--- src/design/pore_candidate_range_classifier_macros.svh ---
// Assertion macros shared by the pore candidate classifier modules.
`ifndef PORE_CANDIDATE_RANGE_CLASSIFIER_MACROS_SVH
`define PORE_CANDIDATE_RANGE_CLASSIFIER_MACROS_SVH

// Same-cycle implication, disabled while reset is asserted.
`define PCRC_ASSERT_IMP(name, clk, rstn, ante, cons, msg) \
  name: assert property (@(posedge clk) disable iff (!(rstn)) (ante) |-> (cons)) \
    else $error(msg);

// Next-cycle implication, disabled while reset is asserted.
`define PCRC_ASSERT_NEXT(name, clk, rstn, ante, cons, msg) \
  name: assert property (@(posedge clk) disable iff (!(rstn)) (ante) |=> (cons)) \
    else $error(msg);

`endif

--- src/design/pcrc_mul.sv ---
// Shared signed multiplier with a registered product.
module pcrc_mul (
  input  logic               clk_i,
  input  logic signed [32:0] a_i,
  input  logic signed [32:0] b_i,
  output logic signed [65:0] prod_o
);

  logic signed [65:0] prod_q;

  // One product per cycle, available on the following cycle.
  always_ff @(posedge clk_i) begin
    prod_q <= a_i * b_i;
  end

  assign prod_o = prod_q;

endmodule

--- config.mk ---
export PLATFORM = sky130hd
export DESIGN_NAME = pcrc_mul
export DESIGN_NICKNAME = d
export VERILOG_FILES = /design/src/design/pore_candidate_range_classifier_macros.svh /design/src/design/pcrc_mul.sv
export SDC_FILE = /design/constraint.sdc
export NUM_CORES = 2
export LEC_CHECK = 0
export BUFFER_PORTS_ARGS = -buffer_cell sky130_fd_sc_hd__buf_4
export CAP_MARGIN = 5
export CORE_MARGIN = 1
export CORE_UTILIZATION = 49
export DETAILED_ROUTE_END_ITERATION = 16
export PLACE_DENSITY = 0.65
export SYNTH_ARGS = -nofsm -noshare
export SYNTH_HDL_FRONTEND = slang
export SYNTH_SLANG_ARGS = --single-unit
export TNS_END_PERCENT = 1
--- constraint.sdc ---
create_clock -name clk_i -period 22.9 [get_ports clk_i]
set_input_delay 3.435 -clock clk_i [delete_from_list [all_inputs] [get_ports clk_i]]
set_output_delay 3.435 -clock clk_i [all_outputs]
set_load 0.05 [all_outputs]
Yosys cells after proc, flatten, opt, wreduce, memory -nomap -nowiden
Index checks and enable logic that the tools add are counted.
{"block": "op_classes", "n_addsub": 0, "n_mul": 1, "n_div": 0, "order_cmp": 0, "eq_ne": 0, "shifts": 0, "mux": 0, "bitwise": 0, "reduce_logical": 0}
{"cell": "$mul A33 B33 Y66", "n": 1}
{"block": "word_totals", "register_bits": 66, "latch_bits": 0, "ram_bits": 0, "mem_bits_ro": 0, "input_bits": 67, "output_inout_bits": 66, "word_cells": 2, "memories": 0}

Longest topological paths before layout
{"block": "logic_depth", "word_depth": 1, "mapped_depth": 27, "depth_no_buf": 26}

Least setup slack after synthesis
OpenSTA, ideal clock, no wires.
{"block": "synth_path", "path_kind": "input -> register", "startpoint": "in a_i[32]", "endpoint": "reg prod_q[62], in the netlist prod_o[62]", "setup_ns": 0.079, "arrival_time_ns": 10.592, "required_ns": 22.821, "setup_slack_ns": 12.229, "stages": 23, "n_path_buf": 2, "path_cell_list": "clkbuf_1 nand2_1 inv_1 fa_1 fa_1 fa_1 fa_1 fa_1 fa_1 fa_1 inv_1 fa_1 inv_1 ha_1 clkbuf_1 and3_1 nand3_1 nand2b_1 a2111oi_4 a211oi_4 a21o_2 a21o_1 a211oi_2"}
{"block": "synth_between", "elab_chain_cells": 1}
{"element": "start, declared", "line": "pcrc_mul.sv:4", "text": "input logic signed [32:0] a_i,"}
{"element": "$mul A33 B33 Y66", "line": "pcrc_mul.sv:13", "text": "prod_q <= a_i * b_i;"}
{"element": "end signal, assigned", "line": "pcrc_mul.sv:13"}
{"element": "end, declared", "line": "pcrc_mul.sv:9", "text": "logic signed [65:0] prod_q;"}
Every way passes these cells.

Worst setup path in the final report
Ends and elaborated chain as after synthesis.

==> results by group <==
Run status
  • Outcome: finished clean

Floorplanning
  • Rows: about 110
  • Die width: ~290 um
  • Initial Utilization: 0.496
  • I/O pin count: 133
  • Core area: 82100 um^2
  • Die area: 84300 um^2
  • Die H: ~290 um

Timing
  • Worst hold slack: ~3.5 ns
  • Max-slew violation count: 0
  • Final setup margin: 11.82 ns
  • Worst slew margin: 0.256
  • Total negative slack: 0 ns
  • Final Hold Viols: 0
  • Final period util: 0.484
  • FMAX: 90.2 MHz
  • Setup violations, final: 0
  • Worst-Margin Slew: 1.12 ns
  • RSZ-0062 raised after global routing: no
  • Clock period minus worst slack: 11.08 ns

Critical path
  • CP max FO: 33
  • Critical path type: in -> reg
  • Worst EP required: 23.19 ns
  • Worst Setup End Kind: register
  • Startpoint Class: input port
  • CP arrival: roughly 11 ns

Clock tree
  • Hold-fix buffers, CTS: 0
  • Post-CTS setup buffer count: 0
  • TritonCTS clock tree: built
  • Root Driver: clkbuf_16
  • Maximum root-to-sink buffer count: 2
  • Cts repair resizes: 0
  • Clock Sinks: 66
  • TritonCTS Buffers: 9
  • H-tree levels: 3
  • Clk slew on worst S/H paths: roughly 0.070 ns

Drt
  • WL final: 109 mm
  • Initial DRC count: approximately 1700
  • Highest Signal Layer: met4
  • Post-route ant nets: 0
  • Drc violations: 0
  • Vias post-DR: 28430
  • Routed length on met1: 40.4 mm
  • Met3 wire len: 5.52 mm
  • Detailed Routing Iterations Pass 1: 5
  • Post-DR vias/cell: 5.32
  • Met2 WL: between 50 and 60 mm
  • Drt wl/cell: 20.4 um

Placed design
  • RePlAce Congestion: 0.910
  • Setup slack after placement: 11.47 ns
  • Post-DP HPWL: 88.9 mm
  • IO Port Bufs: 132

Synth
  • Post-Syn Instances: 4338
  • YS warnings: 0
  • Syn nets: 5767
  • Leading cell types by total area after synthesis: fa_1 (56%), inv_1 (10%), and2_1 (8.6%), ha_1 (6.7%), nand2_1 (5.1%)
  • Netlist Area Pre-Place: 40700 um^2
  • Syn Area/Cell: 9.39 um^2
  • Yosys top cell area share: 0.563
  • Post-synth top cells: fa_1 (1145), inv_1 (1131), and2_1 (562)
  • Async set-reset flop share out of synthesis: 0
  • Dominant register cell in the synthesized netlist: dfxtp_1
  • Leading area contributor after synthesis: fa_1
  • Synthesized flop and latch total: 66
  • Most frequent cell after synthesis: fa_1
  • Number of synthesized flops with an enable pin: 0
  • Yosys cell types: 80
  • Seq/Total Area, Yosys: 0.0324

Global routing
  • Total global-route track usage: 0.273
  • Largest net degree at the start of global routing: 34
  • First-pass GRT wire length: 177 mm
  • Initial antenna violation count: 4
  • Vias in the first global route: 31658
  • GRT overflow: 0

Min path
  • Worst Hold Class: in -> reg
  • Hold path depth: 2

Layout
  • Fin util: 0.518
  • Share of layout cells above drive strength 1: 0.0438
  • Max FFs per register: 66
  • Filler cell count: ~7600
  • Syn-to-layout area delta: 4.43%
  • Final-stage net count: 5692

Flow run
  • Max-cap violation count: 0
[per-stage QoR]
step	cell area, um^2	cells
floorplan	40700	4338
global placement	42200	5322
detailed placement	42200	5322
CTS	42500	5338
global route	42500	5340
finish	42500	5340
[cell usage in the layout, fill, tap and decap left out, types with 7 or more instances in the layout]
master and instances:
inv_1 1131, nor2_1 68, a21oi_1 57, nand2_1 551
nand2b_1 12, dfxtp_1 66, clkbuf_16 9, o21ai_0 25
a31oi_1 8, ha_1 217, a21o_1 36, o21bai_1 11
xor2_1 25, nand4_1 11, and2_1 562, nor3_1 7
xnor2_1 43, fa_1 1145, nand3_1 25, a211oi_1 7
buf_4 135
[cells by family after synthesis]
logic type	count (synthesis)	share of synthesized area
AND/OR/NAND/NOR	1271	0.158
AO/OA/AOI/OAI	219	0.0407
XOR/XNOR	68	0.0146
flip-flops	66	0.0324
adder cells (fa/ha/maj)	1362	0.629
buffers and inverters	1352	0.125
[final timing paths]
kind / from / to / slack [ns]
setup / recovery: a_i[32] / prod_o[62] / 11.82
hold / removal: b_i[0] / prod_o[0] / 3.50
[per-layer routing]
layer | track usage | vias to the layer above
met2 | 0.488 | 874
met4 | 0.122 | 0
met1 | 0.333 | 15151
li1 | - | 12175
met3 | 0.0287 | 230
met5 | 0 | -
[worst max-delay path, cell delays in order]
cell and delay [ns]:
buf_4 0.32, nand2_1 0.15, inv_1 0.15, fa_1 0.49
fa_1 0.63, fa_1 0.69, fa_1 1.34, fa_1 0.59
fa_1 0.50, fa_1 0.49, inv_1 0.05, fa_1 0.48
inv_1 0.04, ha_1 0.42, and3_1 0.20, nand3_1 0.10
nand2b_1 0.23, a2111oi_4 0.36, a211oi_4 0.10, a21o_2 0.25
a21o_1 0.16, a211oi_2 0.16
[final cells by class]
type / instances / area [um^2] / share of cell area
Antenna cell: 2 / 5.00 / 0.000118
Clock buffer: 10 / 229 / 0.00538
Clock inverter: 6 / 67.6 / 0.00159
Inverter: 1131 / 4250 / 0.0998
Multi-Input combinational cell: 2920 / 34300 / 0.807
Sequential cell: 66 / 1320 / 0.0311
Tap cell: 1070 / 1340 / 0.0315
Timing Repair Buffer: 135 / 1010 / 0.0238
Power is not shown: default switching activity piles up to over one toggle a cycle in this logic, so the estimate is an artifact.
