File: config.mk
export PLATFORM = sky130hd
export DESIGN_NAME = pcrc_div
export DESIGN_NICKNAME = d
export VERILOG_FILES = /design/src/design/pore_candidate_range_classifier_macros.svh /design/src/design/pcrc_div.sv
export SDC_FILE = /design/constraint.sdc
export NUM_CORES = 1
export LEC_CHECK = 0
export BUFFER_PORTS_ARGS = -buffer_cell sky130_fd_sc_hd__buf_2
export CAP_MARGIN = 20
export CORE_UTILIZATION = 60
export CTS_CLUSTER_SIZE = 30
export DETAILED_ROUTE_END_ITERATION = 7
export PLACE_DENSITY = 0.95
export SYNTH_ARGS = -nofsm -noshare
export SYNTH_HDL_FRONTEND = slang
export SYNTH_SLANG_ARGS = --single-unit
File: constraint.sdc
create_clock -name clk_i -period 4.9 [get_ports clk_i]
set_input_delay 0.98 -clock clk_i [delete_from_list [all_inputs] [get_ports clk_i]]
set_output_delay 0.98 -clock clk_i [all_outputs]
set_load 0.02 [all_outputs]
File: src/design/pore_candidate_range_classifier_macros.svh
// Assertion macros shared by the pore candidate classifier modules.
`ifndef PORE_CANDIDATE_RANGE_CLASSIFIER_MACROS_SVH
`define PORE_CANDIDATE_RANGE_CLASSIFIER_MACROS_SVH

// Same-cycle implication, disabled while reset is asserted.
`define PCRC_ASSERT_IMP(name, clk, rstn, ante, cons, msg) \
  name: assert property (@(posedge clk) disable iff (!(rstn)) (ante) |-> (cons)) \
    else $error(msg);

// Next-cycle implication, disabled while reset is asserted.
`define PCRC_ASSERT_NEXT(name, clk, rstn, ante, cons, msg) \
  name: assert property (@(posedge clk) disable iff (!(rstn)) (ante) |=> (cons)) \
    else $error(msg);

`endif

File: src/design/pcrc_div.sv
// Radix-2 restoring divider giving a 32-bit quotient, one bit per cycle.
module pcrc_div (
  input  logic        clk_i,
  input  logic        rst_ni,
  input  logic        start_i,
  input  logic [39:0] rem_i,
  input  logic [31:0] num_i,
  input  logic [39:0] den_i,
  output logic        done_o,
  output logic [31:0] quot_o
);

  logic        busy_q, busy_d;
  logic        done_q, done_d;
  logic [4:0]  cnt_q, cnt_d;
  logic [39:0] rem_q, rem_d;
  logic [31:0] quot_q, quot_d;
  logic [39:0] den_q, den_d;
  logic [40:0] shifted;
  logic        fits;

  // Shift in the next numerator bit and try a subtraction.
  always_comb begin
    shifted = {rem_q, quot_q[31]};
    fits    = shifted >= {1'b0, den_q};
    busy_d  = busy_q;
    done_d  = 1'b0;
    cnt_d   = cnt_q;
    rem_d   = rem_q;
    quot_d  = quot_q;
    den_d   = den_q;
    if (start_i) begin
      busy_d = 1'b1;
      cnt_d  = '0;
      rem_d  = rem_i;
      quot_d = num_i;
      den_d  = den_i;
    end else if (busy_q) begin
      rem_d  = fits ? 40'(shifted - {1'b0, den_q}) : shifted[39:0];
      quot_d = {quot_q[30:0], fits};
      cnt_d  = cnt_q + 5'd1;
      if (cnt_q == '1) begin
        busy_d = 1'b0;
        done_d = 1'b1;
      end
    end
  end

  // Control state.
  always_ff @(posedge clk_i or negedge rst_ni) begin
    if (!rst_ni) begin
      busy_q <= 1'b0;
      done_q <= 1'b0;
      cnt_q  <= '0;
    end else begin
      busy_q <= busy_d;
      done_q <= done_d;
      cnt_q  <= cnt_d;
    end
  end

  // Datapath.
  always_ff @(posedge clk_i) begin
    rem_q  <= rem_d;
    quot_q <= quot_d;
    den_q  <= den_d;
  end

  assign done_o = done_q;
  assign quot_o = quot_q;

endmodule

After elaboration in Yosys (flattened, before gate mapping) --
Cells that the tools add are included.
Storage, ports and cells: register bits 119, input port bits 115
Operators by class: equal/unequal tests 1, mux-type cells 13, $lt $le $gt $ge 1, reductions and logical operators 1, add/subtract/negate cells 2
Operators by type and width (count):
- 2-to-1 mux 40 bit | 3
- 2-to-1 mux 32 bit | 2
- >= comparator 41 x 40 -> 1 bit | 1
- subtractor 40 bit | 1
- 2-to-1 mux 5 bit | 2
- 2-to-1 mux 1 bit | 6
- adder 5 x 1 -> 5 bit (second input constant) | 1
- == test 5 bit (second input constant) | 1
- nonzero test 2 bit | 1

Logic depth before layout (Yosys ltp) --
depth in word-level cells 4, mapped depth 14

Least setup slack after synthesis --
Ideal clock, no wire load.
kind register to register, start register quot_q[31], in the netlist quot_o[31], end register rem_q[36] (data pin), cell stages (with the launch flop) 14, arrival 3.135 ns, clock period less this slack 3.393 ns, buffers on the path 0, path slack 1.507 ns, cells stage by stage edfxtp_1 > inv_1 > ha_1 > inv_1 > fa_1 > a21o_1 > a221o_1 > a221o_1 > or3_4 > a21oi_4 > nor2_1 > a221oi_2 > xor2_1 > o21ai_1
On the way: cells in the longest elaborated chain, start to end 4
RTL lines:
- start, declared | RTL line pcrc_div.sv:17 | logic [31:0] quot_q, quot_d;
- start signal, assigned | RTL line pcrc_div.sv:65 | quot_q <= quot_d;
- subtractor 40 bit or >= comparator 41 x 40 -> 1 bit (tied branches) | RTL line pcrc_div.sv:39, pcrc_div.sv:25
- 2-to-1 mux 40 bit (*) | RTL line pcrc_div.sv:39 | rem_d = fits ? 40'(shifted - {1'b0, den_q}) : shifted[39:0];
- 2-to-1 mux 40 bit (*) | RTL line pcrc_div.sv:38 | end else if (busy_q) begin
- 2-to-1 mux 40 bit (*) | RTL line pcrc_div.sv:32 | if (start_i) begin
- net rem_d[36] | RTL line pcrc_div.sv:16 | logic [39:0] rem_q, rem_d;
- end signal, assigned | RTL line pcrc_div.sv:64 | rem_q <= rem_d;
- end, declared | RTL line pcrc_div.sv:16
The timed path passes the listed nets; every way through them passes the cells marked *. The select of a mux whose other input is x is not followed. A chain may end at the register's enable or synchronous reset.

Worst setup path in the final report --
start register rem_q[1], end register rem_q[4] (data pin)
On the way: cells in the longest elaborated chain, start to end 4
RTL lines (RTL line):
- subtractor 40 bit or >= comparator 41 x 40 -> 1 bit (tied branches) | pcrc_div.sv:39, pcrc_div.sv:25
- 2-to-1 mux 40 bit (*) | pcrc_div.sv:39
- 2-to-1 mux 40 bit (*) | pcrc_div.sv:38
- 2-to-1 mux 40 bit (*) | pcrc_div.sv:32
- net rem_d[4] | pcrc_div.sv:16
Marks and branches as above.

==> results.ini <==
[outcome]
outcome=complete, but fails checks
failed_checks=DRC

[final_layout]
most-common-layout-cells=buf_2 (146), edfxtp_1 (112), a21oi_1 (74)
drive_above_1_share=0.298
final_cells=969
layout_commonest_cell=buf_2
area_growth_pct=19.7
nFillCells=784
fin_nets=971
n_antenna_cell=0

[setup_path]
cp_max_fo=27
rrSetupSlack_ns=1.07
cp.required_ns=5.08
crit_chain=ha_1 > o211ai_1 > a21oi_1 > o31ai_1 > nand2_1 > a311oi_1 > o21bai_4 > buf_4 > mux2_1 > mux2_2
cpLargestDelayFamily=compound AO/OA/AOI/OAI gates
worst-r2r-cell-count=10
cp_num_buf_inv=1
cpPeakStageDelay_ns=0.51
path_class=flop to flop
slowest_stage=a311oi_1
r2r_end=rem_q[4]
crit_path_start_kind=flop
critPathCaptureType=flop
cp.arrival_ns=4.00
r2r-start=rem_q[1]

[grt]
grt_start_max_net_pins=73
grt_pass1_vias=5940
grt_pass1_wl_um=28100
antenna_found_initial=0
track_usage=0.291
grt-ovfl-total=0

[placed_design]
numPortBuffers=147
finalWeightedCongestion=0.887
dp.cells=937
place_hpwl_um=12400
pre_cts_slack_ns=1.18

[clock_tree]
clk_path_buf_depth=2
numCtsBuffers=17
cts_hold_buffers=0
htreeDepth=4
insertion_delay_ns=0.43
post_cts_buffers=0
post_cts_resized=0
cts_root_buf=clkbuf_16
cts_sinks=119
cts_tree=done
clk_pin_slew_ns=0.06

[drt]
wl_per_cell_um=17.9
via_per_inst=6.02
firstDrtPassIters=8
antenna_left=0
drc=3
drt-initial-drc-count=472
vias=5838
drt-total-wl_um=17300

[logic_synthesis]
synth_area_leader_cell=edfxtp_1
synth_nets=829
synth_area_um2=7240
seq_area_frac_synth=0.488
synthCells=671
async_flop_share=0.0588
postSynthAreaPerCell_um2=10.8
ys_warn_count=0
synth_top_flop_cell=edfxtp_1
synth_top_area_frac=0.464
synth.distinct_cells=55
ys_top_cells_by_area=edfxtp_1 (46%), mux2_2 (8.9%), ha_1 (7.3%)
synth_edf_count=112
synth-seq-cells=119

[timing]
post-route-min-period_ns=3.83
maxSlewHeadroom=0.376
setup_violations=0
fin_tns_setup_ns=0
period_share=0.781
fin_worst_skew_ns=0.0114
tightest_slew_ns=0.936
holdWs_ns=0.372
fmax_mhz=261
grt_setup_unrepaired=false
hold_violations=0
worst_slack_ns=1.07
slew_violations=0

[floorplan]
coreArea_um2=11600
initial_core_util=0.624
rows=39
die_area_um2=12500
die-width_um=112
ios=148
dieHeight_um=112

[power_and_ir_drop]
p_per_area_nw_per_um2=624
power.leakage_nw=3.79
vdd_drop_max_uv=343

[worst_hold_path]
hold_class=input port to asynchronous set/reset pin

[flow_run]
max_cap_violations=0

routing by layer:
| metal | share of wire | global-route usage | vias to the layer above |
|---|---|---|---|
| li1 | - | - | 2760 |
| met1 | 0.41 | 0.347 | 2746 |
| met2 | 0.48 | 0.483 | 271 |
| met3 | 0.076 | 0.0822 | 61 |
| met4 | 0.033 | 0.142 | 0 |
| met5 | 0 | 0 | - |
layout make-up:
type / instances / area, um^2 / share of cell area
Clock buffer: 18 / 429 / 0.0495
Timing Repair Buffer: 152 / 776 / 0.0894
Inverter: 54 / 203 / 0.0234
Clock inverter: 14 / 149 / 0.0172
Sequential cell: 119 / 3540 / 0.408
Tap cell: 143 / 179 / 0.0206
Multi-Input combinational cell: 469 / 3400 / 0.392
where the power goes:
part | internal (mW) | switching (mW) | leakage (nW)
logic | 1.13 | 1.49 | 2.28
clock network | 0.748 | 0.478 | 0.263
registers | 1.43 | 0.138 | 1.24
total | 3.31 | 2.11 | 3.79
sequential cells by signal, summed over array words and instances, names as in the netlist:
register and count:
den_q 40, done_o 1, cnt_q 5, busy_q 1, quot_o 32, rem_q 40
through the flow:
step | power [mW] | instance area, um^2 | util
2_1_floorplan | 3.54 | 7240 | -
3_3_place_gp | 4.02 | 8100 | 0.697
3_5_place_dp | 4.12 | 8100 | 0.697
4_1_cts | 5.38 | 8670 | 0.747
5_1_grt | 5.74 | 8670 | 0.747
6_report | 5.42 | 8670 | 0.747
cells in the mapped netlist (7+ instances only):
| master | n |
|---|---|
| edfxtp_1 | 112 |
| a21oi_1 | 74 |
| mux2_2 | 57 |
| inv_1 | 53 |
| nor2_1 | 47 |
| ha_1 | 42 |
| nand2_1 | 39 |
| clkbuf_1 | 24 |
| a21o_1 | 21 |
| o21ai_1 | 21 |
| xnor2_1 | 21 |
| o21ai_0 | 18 |
| xor2_1 | 17 |
| nand3_1 | 11 |
| nand4_1 | 10 |
| nor3_1 | 9 |
| nor3b_1 | 9 |
| o21bai_1 | 9 |
| dfrtp_1 | 7 |
cells by family after synthesis:
kind of cell,synth area share
flops,0.488
mux,0.103
fa+ha+maj,0.0753
simple gates,0.0993
compound gates,0.144
xor+xnor,0.0459
buf+inv,0.0437
how the worst max path moves through the flow:
stage / start / endpoint / slack (ns) / cells after the start
3_5_place_dp: rem_q[25] / rem_q[4] / 1.18 / 10
4_1_cts: rem_q[1] / rem_q[4] / 1.14 / 10
2_1_floorplan: quot_o[31] / rem_q[36] / 1.51 / 13
3_3_place_gp: rem_q[30] / rem_q[11] / 1.30 / 10
6_report: rem_q[1] / rem_q[4] / 1.07 / 10
5_1_grt: rem_q[25] / rem_q[4] / 0.90 / 10
Power figures use the tool's default switching activity.
