$ cat src/design/pore_candidate_range_classifier_macros.svh
// Assertion macros shared by the pore candidate classifier modules.
`ifndef PORE_CANDIDATE_RANGE_CLASSIFIER_MACROS_SVH
`define PORE_CANDIDATE_RANGE_CLASSIFIER_MACROS_SVH

// Same-cycle implication, disabled while reset is asserted.
`define PCRC_ASSERT_IMP(name, clk, rstn, ante, cons, msg) \
  name: assert property (@(posedge clk) disable iff (!(rstn)) (ante) |-> (cons)) \
    else $error(msg);

// Next-cycle implication, disabled while reset is asserted.
`define PCRC_ASSERT_NEXT(name, clk, rstn, ante, cons, msg) \
  name: assert property (@(posedge clk) disable iff (!(rstn)) (ante) |=> (cons)) \
    else $error(msg);

`endif

$ cat src/design/pcrc_pkg.sv
// Types, constants and helper functions of the pore candidate classifier.
package pcrc_pkg;

  // Stream and configuration widths.
  localparam int unsigned InDataW  = 272;
  localparam int unsigned OutDataW = 80;
  localparam int unsigned CfgIdxW  = 3;
  localparam int unsigned CfgDataW = 64;

  // Group bookkeeping.
  localparam int unsigned MaxCandidates = 1024;
  localparam int unsigned CountW        = 11;
  localparam logic [CountW-1:0] CountCap =
    (MaxCandidates > ((1 << CountW) - 1)) ? CountW'((1 << CountW) - 1)
                                          : CountW'(MaxCandidates);

  // Q16.16 constants.
  localparam logic signed [31:0] MinusOneQ16 = 32'shFFFF_0000;
  localparam logic signed [31:0] Int32Max    = 32'sh7FFF_FFFF;
  localparam logic signed [31:0] Int32Min    = 32'sh8000_0000;

  // Range register indexes.
  localparam logic [CfgIdxW-1:0] RegArea     = 3'd0;
  localparam logic [CfgIdxW-1:0] RegWidth    = 3'd1;
  localparam logic [CfgIdxW-1:0] RegHeight   = 3'd2;
  localparam logic [CfgIdxW-1:0] RegRatio    = 3'd3;
  localparam logic [CfgIdxW-1:0] RegContrast = 3'd4;
  localparam logic [CfgIdxW-1:0] RegTexture  = 3'd5;
  localparam int unsigned        NumRanges   = 6;

  // Features of the candidate under work, held for the range tests.
  // The first member sits in the highest bits, so the layout follows the input stream.
  typedef struct packed {
    logic [39:0]        feature_ranks;
    logic signed [31:0] texture;
    logic signed [31:0] contrast;
    logic signed [31:0] axis_ratio;
    logic signed [31:0] height_mm;
    logic signed [31:0] width_mm;
  } feat_t;

  // Hand-over of a finished candidate to the accumulator.
  typedef struct packed {
    logic valid;
    logic last;
  } step_t;

  // Inclusive signed test against a packed low/high range register.
  function automatic logic in_range(logic [63:0] rng, logic signed [31:0] v);
    logic signed [31:0] lo;
    logic signed [31:0] hi;
    lo = $signed(rng[31:0]);
    hi = $signed(rng[63:32]);
    return (lo <= v) && (v <= hi);
  endfunction

endpackage

$ cat src/design/pcrc_acc.sv
// Range tests, per-group pore statistics and the result register.
`include "pore_candidate_range_classifier_macros.svh"

module pcrc_acc (
  input  logic                             clk_i,
  input  logic                             rst_ni,
  input  logic                             cfg_we_i,
  input  logic [pcrc_pkg::CfgIdxW-1:0]     cfg_idx_i,
  input  logic [pcrc_pkg::CfgDataW-1:0]    cfg_wdata_i,
  input  pcrc_pkg::step_t                  step_i,
  input  logic signed [31:0]               area_i,
  input  pcrc_pkg::feat_t                  feat_i,
  output logic                             res_valid_o,
  input  logic                             res_ready_i,
  output logic [pcrc_pkg::CountW-1:0]      res_count_o,
  output logic signed [31:0]               res_largest_o,
  output logic signed [31:0]               res_smallest_o,
  output logic                             res_reject_o
);

  logic [pcrc_pkg::CfgDataW-1:0] cfg_q [pcrc_pkg::NumRanges];

  logic [pcrc_pkg::CountW-1:0] count_q, count_d;
  logic signed [31:0]          max_q, max_d;
  logic signed [31:0]          min_q, min_d;
  logic                        out_valid_q, out_valid_d;
  logic [pcrc_pkg::CountW-1:0] out_count_q, out_count_d;
  logic signed [31:0]          out_max_q, out_max_d;
  logic signed [31:0]          out_min_q, out_min_d;

  logic                        ranks_ok;
  logic                        pore;
  logic [pcrc_pkg::CountW-1:0] cnt_n;
  logic signed [31:0]          max_n;
  logic signed [31:0]          min_n;

  // Range registers, to be written only while the block is idle; the block itself does not enforce this.
  always_ff @(posedge clk_i or negedge rst_ni) begin
    if (!rst_ni) begin
      for (int i = 0; i < pcrc_pkg::NumRanges; i++) begin
        cfg_q[i] <= '0;
      end
    end else if (cfg_we_i && (32'(cfg_idx_i) < pcrc_pkg::NumRanges)) begin
      cfg_q[cfg_idx_i] <= cfg_wdata_i;
    end
  end

  // A candidate is a pore when every range test passes and no rank is zero.
  always_comb begin
    ranks_ok = 1'b1;
    for (int i = 0; i < 5; i++) begin
      if (feat_i.feature_ranks[8*i +: 8] == 8'd0) begin
        ranks_ok = 1'b0;
      end
    end
    pore = ranks_ok
        && pcrc_pkg::in_range(cfg_q[pcrc_pkg::RegArea], area_i)
        && pcrc_pkg::in_range(cfg_q[pcrc_pkg::RegWidth], feat_i.width_mm)
        && pcrc_pkg::in_range(cfg_q[pcrc_pkg::RegHeight], feat_i.height_mm)
        && pcrc_pkg::in_range(cfg_q[pcrc_pkg::RegRatio], feat_i.axis_ratio)
        && pcrc_pkg::in_range(cfg_q[pcrc_pkg::RegContrast], feat_i.contrast)
        && pcrc_pkg::in_range(cfg_q[pcrc_pkg::RegTexture], feat_i.texture);
  end

  // Statistics after this candidate; the first pore sets both extremes.
  always_comb begin
    cnt_n = count_q;
    max_n = max_q;
    min_n = min_q;
    if (pore) begin
      if (count_q == '0) begin
        max_n = area_i;
        min_n = area_i;
      end else begin
        if (area_i > max_q) max_n = area_i;
        if (area_i < min_q) min_n = area_i;
      end
      if (count_q < pcrc_pkg::CountCap) cnt_n = count_q + 1'b1;
    end
  end

  // Group state and the result register.
  always_comb begin
    count_d     = count_q;
    max_d       = max_q;
    min_d       = min_q;
    out_valid_d = out_valid_q && !res_ready_i;
    out_count_d = out_count_q;
    out_max_d   = out_max_q;
    out_min_d   = out_min_q;
    if (step_i.valid) begin
      if (step_i.last) begin
        out_valid_d = 1'b1;
        out_count_d = cnt_n;
        out_max_d   = (cnt_n != '0) ? max_n : pcrc_pkg::MinusOneQ16;
        out_min_d   = (cnt_n != '0) ? min_n : pcrc_pkg::MinusOneQ16;
        count_d     = '0;
        max_d       = pcrc_pkg::MinusOneQ16;
        min_d       = pcrc_pkg::MinusOneQ16;
      end else begin
        count_d = cnt_n;
        max_d   = max_n;
        min_d   = min_n;
      end
    end
  end

  always_ff @(posedge clk_i or negedge rst_ni) begin
    if (!rst_ni) begin
      count_q     <= '0;
      max_q       <= pcrc_pkg::MinusOneQ16;
      min_q       <= pcrc_pkg::MinusOneQ16;
      out_valid_q <= 1'b0;
    end else begin
      count_q     <= count_d;
      max_q       <= max_d;
      min_q       <= min_d;
      out_valid_q <= out_valid_d;
    end
  end

  always_ff @(posedge clk_i) begin
    out_count_q <= out_count_d;
    out_max_q   <= out_max_d;
    out_min_q   <= out_min_d;
  end

  assign res_valid_o    = out_valid_q;
  assign res_count_o    = out_count_q;
  assign res_largest_o  = out_max_q;
  assign res_smallest_o = out_min_q;
  assign res_reject_o   = out_count_q != '0;

  // The pore count never passes its cap.
  `PCRC_ASSERT_IMP(a_count_cap, clk_i, rst_ni, 1'b1, count_q <= pcrc_pkg::CountCap, "pore count above cap")
  // With no pore recorded, both extremes hold minus one.
  `PCRC_ASSERT_IMP(a_empty_extremes, clk_i, rst_ni, count_q == '0, (max_q == pcrc_pkg::MinusOneQ16) && (min_q == pcrc_pkg::MinusOneQ16), "extremes set without a pore")

endmodule

$ cat config.mk
export PLATFORM = sky130hd
export DESIGN_NAME = pcrc_acc
export DESIGN_NICKNAME = d
export VERILOG_FILES = /design/src/design/pcrc_pkg.sv /design/src/design/pcrc_acc.sv
export VERILOG_INCLUDE_DIRS = /design/src /design/src/design
export SDC_FILE = /design/constraint.sdc
export NUM_CORES = 1
export LEC_CHECK = 0
export ABC_AREA = 0
export BUFFER_PORTS_ARGS = -buffer_cell sky130_fd_sc_hd__buf_2
export CAP_MARGIN = 20
export CORE_ASPECT_RATIO = 0.5
export CORE_MARGIN = 2
export CORE_UTILIZATION = 30
export CTS_CLUSTER_DIAMETER = 150
export DETAILED_ROUTE_END_ITERATION = 6
export MAX_ROUTING_LAYER = met4
export PLACE_DENSITY = 0.45
export SLEW_MARGIN = 20
export SYNTH_ARGS = -nofsm -noshare
export SYNTH_HDL_FRONTEND = slang
export SYNTH_SLANG_ARGS = --single-unit
$ cat constraint.sdc
create_clock -name clk_i -period 7.15 [get_ports clk_i]
set_clock_uncertainty 0.15 [all_clocks]
set_input_delay 0.715 -clock clk_i [delete_from_list [all_inputs] [get_ports clk_i]]
set_output_delay 0.715 -clock clk_i [all_outputs]
set_load 0.05 [all_outputs]
Yosys cells after proc, flatten, opt, wreduce, memory -nomap -nowiden
Index checks and enable logic that the tools add are counted.
{"block": "classes", "mux": 21, "bitwise_logic": 1, "n_lt_le_gt_ge": 18, "n_reduce_logical": 25, "add_sub_neg": 1}
{"cell": "384-bit bitwise mux", "count": 1}
{"cell": "32-bit <= comparator", "count": 12}
{"cell": "32-bit two-way mux", "count": 8}
{"cell": "64-bit demux with 3-bit select", "count": 1}
{"cell": "64-bit two-way mux", "count": 1}
{"cell": "8-bit zero test", "count": 5}
{"cell": "11-bit two-way mux", "count": 3}
{"cell": "32-bit greater-than comparator", "count": 1}
{"cell": "32-bit < comparator", "count": 1}
{"cell": "11-bit nonzero test", "count": 2}
{"cell": "1-bit logical AND", "count": 15}
{"cell": "11-bit by 1-bit adder with 11-bit output, second input constant", "count": 1}
{"cell": "11-bit zero test", "count": 1}
{"cell": "11-bit < comparator, second input constant", "count": 1}
{"cell": "1-bit two-way mux", "count": 7}
{"cell": "4-bit greater-or-equal comparator, second input constant", "count": 1}
{"cell": "4-bit by 1-bit < comparator with 1-bit output, second input constant", "count": 1}
{"cell": "3-bit NOT with 4-bit output", "count": 1}
{"cell": "3-bit < comparator, second input constant", "count": 1}
{"cell": "2-bit AND reduction", "count": 1}
{"cell": "1-bit zero test", "count": 1}
{"block": "totals", "register_bits": 535, "output_inout_bits": 77, "input_bits": 305, "wordCells": 79}

Logic depth before layout (Yosys ltp)
{"block": "logic_depth", "depth_word": 14, "mapped_depth": 16}

Worst setup path before layout
OpenSTA, ideal clock, no wires.
{"block": "synth_timing", "path_kind": "input-to-reg", "start": "input port feat_i[110] (netlist name)", "end": "register out_max_q[0], in the netlist res_largest_o[0] (data pin)", "path_slack_ns": 3.068, "arrival_time_ns": 3.661, "stages": 15, "t_required_ns": 6.730, "path_buffers": 2, "path_cell_list": "inv_1 -> ha_1 -> a21oi_1 -> nand2_1 -> a221o_1 -> o31a_1 -> o211ai_1 -> nand4_1 -> nor4b_4 -> nand4b_1 -> mux2i_1 -> and4_1 -> buf_2 -> buf_2 -> a21oi_1"}
{"block": "synth_between", "elab_chain_cells": 6}
{"element": "start, declared", "line_no": "pcrc_acc.sv:12", "rtl": "input pcrc_pkg::feat_t feat_i,"}
{"element": "32-bit <= comparator", "line_no": "pcrc_pkg.sv:54", "rtl": "return (lo <= v) && (v <= hi);"}
{"element": "1-bit logical AND *", "line_no": "pcrc_pkg.sv:54"}
{"element": "1-bit logical AND *", "line_no": "pcrc_acc.sv:61", "rtl": "&& pcrc_pkg::in_range(cfg_q[pcrc_pkg::RegContrast], feat_i.contrast)"}
{"element": "1-bit logical AND *", "line_no": "pcrc_acc.sv:62", "rtl": "&& pcrc_pkg::in_range(cfg_q[pcrc_pkg::RegTexture], feat_i.texture);"}
{"element": "11-bit two-way mux", "line_no": "pcrc_acc.sv:70", "rtl": "if (pore) begin"}
{"element": "11-bit nonzero test", "line_no": "pcrc_acc.sv:95", "rtl": "out_max_d = (cnt_n != '0) ? max_n : pcrc_pkg::MinusOneQ16;"}
{"element": "end signal, assigned", "line_no": "pcrc_acc.sv:124", "rtl": "out_max_q <= out_max_d;"}
{"element": "end, declared", "line_no": "pcrc_acc.sv:28", "rtl": "logic signed [31:0] out_max_q, out_max_d;"}
Every way passes the cells marked *; elsewhere a longest branch is shown, timed or not.
A chain may end at the register's enable or synchronous reset.

Final worst setup path
{"block": "layout_timing", "start": "register cfg_q[238] (netlist name)", "end": "register max_q[0]"}
{"block": "layout_between", "elab_chain_cells": 8}
{"element": "start, declared", "line_no": "pcrc_acc.sv:21", "rtl": "logic [pcrc_pkg::CfgDataW-1:0] cfg_q [pcrc_pkg::NumRanges];"}
{"element": "start signal, assigned by index", "line_no": "pcrc_acc.sv:44", "rtl": "cfg_q[cfg_idx_i] <= cfg_wdata_i;"}
{"element": "32-bit <= comparator", "line_no": "pcrc_pkg.sv:54"}
{"element": "1-bit logical AND", "line_no": "pcrc_pkg.sv:54"}
{"element": "1-bit logical AND", "line_no": "pcrc_acc.sv:59", "rtl": "&& pcrc_pkg::in_range(cfg_q[pcrc_pkg::RegHeight], feat_i.height_mm)"}
{"element": "1-bit logical AND", "line_no": "pcrc_acc.sv:60", "rtl": "&& pcrc_pkg::in_range(cfg_q[pcrc_pkg::RegRatio], feat_i.axis_ratio)"}
{"element": "1-bit logical AND", "line_no": "pcrc_acc.sv:61"}
{"element": "1-bit logical AND", "line_no": "pcrc_acc.sv:62"}
{"element": "32-bit two-way mux", "line_no": "pcrc_acc.sv:70"}
{"element": "32-bit two-way mux", "line_no": "pcrc_acc.sv:92", "rtl": "if (step_i.last) begin"}
{"element": "end signal, assigned", "line_no": "pcrc_acc.sv:111", "rtl": "max_q <= pcrc_pkg::MinusOneQ16;"}
{"element": "end signal, assigned", "line_no": "pcrc_acc.sv:116", "rtl": "max_q <= max_d;"}
{"element": "end, declared", "line_no": "pcrc_acc.sv:24", "rtl": "logic signed [31:0] max_q, max_d;"}
No other way between the ends.

==> metrics.txt <==
Critical Setup Path Class=flip-flop to flip-flop; starting density of the core=30.4%; H-tree depth=2; antenna viol nets, final=0; Total GRT Usage=19.5%; I/O pin total=382; worst hold slack=0.118 ns; initial antenna violation count=35; Top FF cell, synth=dfrtp_1; period utilisation layout=74.7%; Pleak=18.1 nW; Final Non-Filler Cells=4,924; DRT iter0 DRCs=1,321; Async SR Flop Fraction=86.0%; status=complete, no violations; VDD IR max=0.169 mV; Synthesis Warnings=0; first-pass GRT wire length=156,000 um; chip height=235 um; post-synthesis sequential area ratio=43.1%; Highest Clock Rate=187 MHz; CTS max path bufs=3; Post-Route WL=105,000 um; dpl cells=4,799; Clock Sinks=535; Syn Std Cell Area=32,000 um2; Synth cell types=72; syn_nets=3,830; Core Area=105,000 um2; WP data arrival=5.77 ns; GPL Wtd Cong=0.919; Final setup violation count=0; largest net degree at the start of global routing=158; critical path peak fanout=17; FILL cells=10,600; endpoint type of the worst setup path=flip-flop; routed via count=24,000; number of global-route vias before repair=24,600; overall power=9.11 mW; worst path required time=7.58 ns; fin crit period=5.34 ns; grt ovf=0; total power per unit cell area=243 nW/um2; HPWL Detailed=82,200 um; Site Rows=84; clock-pin slew on the worst setup and hold paths=0.07 ns; CTS tree=yes; setup_tns=0 ns; Slew @ Worst Pin=1.09 ns; Hold Crit Class=input pin to flip-flop; nets=4,194; register bit total from synthesis=535; number of port buffers=381; die width=466 um; wire per inst=21.3 um; Mapped Cells=3,076; DRC viols=0; average cell area after synthesis=10.4 um2; root buf cell=clkbuf_16; Die ar.=110,000 um2; vias per cell=4.88; Area growth, synth to finish=17.1%; number of CTS-inserted buffers=57; layout cells sized above 1=24.0%; DR pass1 iterations=5; Max-slew headroom=27.1%; Max Slew Vio Count=0; startpoint types=flip-flop; worst skew pair latency=0.64 ns; number of synthesized flops with an enable pin=75; max-cap viol count=0; RSZ-0062 raised after global routing=false; Hold Violations, Final=0
==> per-layer routing <==
metal  track usage, %  routed length, um
met3             2.37               4140
met4             5.54               2910
met1             26.1              49500
met5                -                  0
met2             30.8              48300
==> cell usage after synthesis (all sizes together) (33+ instances only) <==
cell type / n / share of area, %
inv: 469 / 5.5
ha: 449 / 18
dfrtp: 428 / 33
nand2: 259 / 3.0
mux2: 257 / 9.0
a21oi: 208 / 3.3
o21ai: 179 / 2.8
nand4: 99 / 1.9
a21o: 79 / 1.9
edfxtp: 75 / 7.0
clkbuf: 71 / 0.83
nand3: 44 / 0.70
nor4: 42 / 0.87
mux2i: 36 / 1.1
o22ai: 34 / 0.66
a22oi: 33 / 0.77
==> registers in the layout, summed over array words and instances, names as in the netlist <==
register	flops
res_smallest_o	32
min_q	32
max_q	32
res_count_o	11
count_q	11
res_largest_o	32
cfg_q	384
res_valid_o	1
==> logic make-up after synthesis <==
| logic type | after synthesis | synth area share, % |
|---|---|---|
| XOR/XNOR | 13 | 0.355 |
| buffers and inverters | 570 | 6.87 |
| AND/OR/NAND/NOR | 547 | 8.43 |
| flip-flops | 535 | 43.1 |
| adder cells (fa/ha/maj) | 449 | 17.5 |
| AO/OA/AOI/OAI | 669 | 13.6 |
| multiplexers | 293 | 10.2 |
==> critical path, stage by stage (launching register included) <==
cell,delay [ns]
dfrtp_1,0.33
inv_1,0.07
ha_1,0.32
nand4_1,0.16
nor4_1,0.79
a32oi_1,0.19
o32ai_1,0.62
nand2_1,0.20
nor4_4,0.60
nand3_2,0.39
a21oi_4,0.58
and2_1,0.68
a22o_1,0.22
==> power by group <==
group | leakage, nW | switching (mW) | internal, mW
clock | 0.961 | 1.33 | 1.80
sequential | 6.19 | 0.219 | 3.56
combinational | 10.9 | 1.23 | 0.952
==> path summary, 6_finish.rpt <==
path | start | end | slack, ns | depth (start not counted)
setup / recovery | cfg_q[238] | max_q[0] | 1.81 | 12
min in group asynchronous | rst_ni | cfg_q[103] | 0.56 | 2
max in group asynchronous | rst_ni | count_q[1] | 4.81 | 3
hold / removal | res_ready_i | res_valid_o | 0.12 | 2
hold reg to reg | cfg_q[178] | cfg_q[178] | 0.35 | 1
setup reg to reg | cfg_q[238] | max_q[0] | 1.81 | 12
==> final cells by class <==
type | instances | area, um2 | area share [%]
tap | 1419 | 1780 | 4.73
sequential | 535 | 13800 | 36.8
clock inverter | 22 | 255 | 0.680
multi-input combinational | 1971 | 16100 | 42.8
clock buffer | 79 | 1670 | 4.46
antenna | 23 | 57.6 | 0.153
inverter | 470 | 1760 | 4.70
timing repair buffer | 405 | 2140 | 5.70
==> what timing repair did <==
item / in CTS / in global routing
endpoints found under the hold margin: 82 / 0
hold buffers: 1 / 0
gates resized for setup: 0 / 0
endpoints found under the setup margin: 0 / 0
buffers inserted: 0 / 0
==> cells in the final DEF, fill, tap and decap left out, drive strengths merged, types with 27 or more instances in the layout <==
| cell | count |
|---|---|
| inv | 472 |
| ha | 449 |
| dfrtp | 428 |
| buf | 404 |
| nand2 | 259 |
| mux2 | 257 |
| a21oi | 208 |
| o21ai | 179 |
| nand4 | 99 |
| a21o | 79 |
| clkbuf | 79 |
| edfxtp | 75 |
| nand3 | 44 |
| nor4 | 42 |
| mux2i | 36 |
| o22ai | 34 |
| a22oi | 33 |
| dfstp | 32 |
| o221ai | 32 |
| nor2 | 27 |
==> through the flow <==
| step | cell area, um2 | setup slack (ns) | utilization (%) |
|---|---|---|---|
| finish | 37500 | 1.81 | 35.6 |
| global route | 37500 | 1.52 | 35.6 |
| global placement | 35500 | 1.30 | 33.7 |
| CTS | 37500 | 1.66 | 35.5 |
| floorplan | 32000 | 3.07 | - |
| detailed placement | 35500 | 1.21 | 33.7 |
No activity file was read; power rests on OpenSTA's default activity.
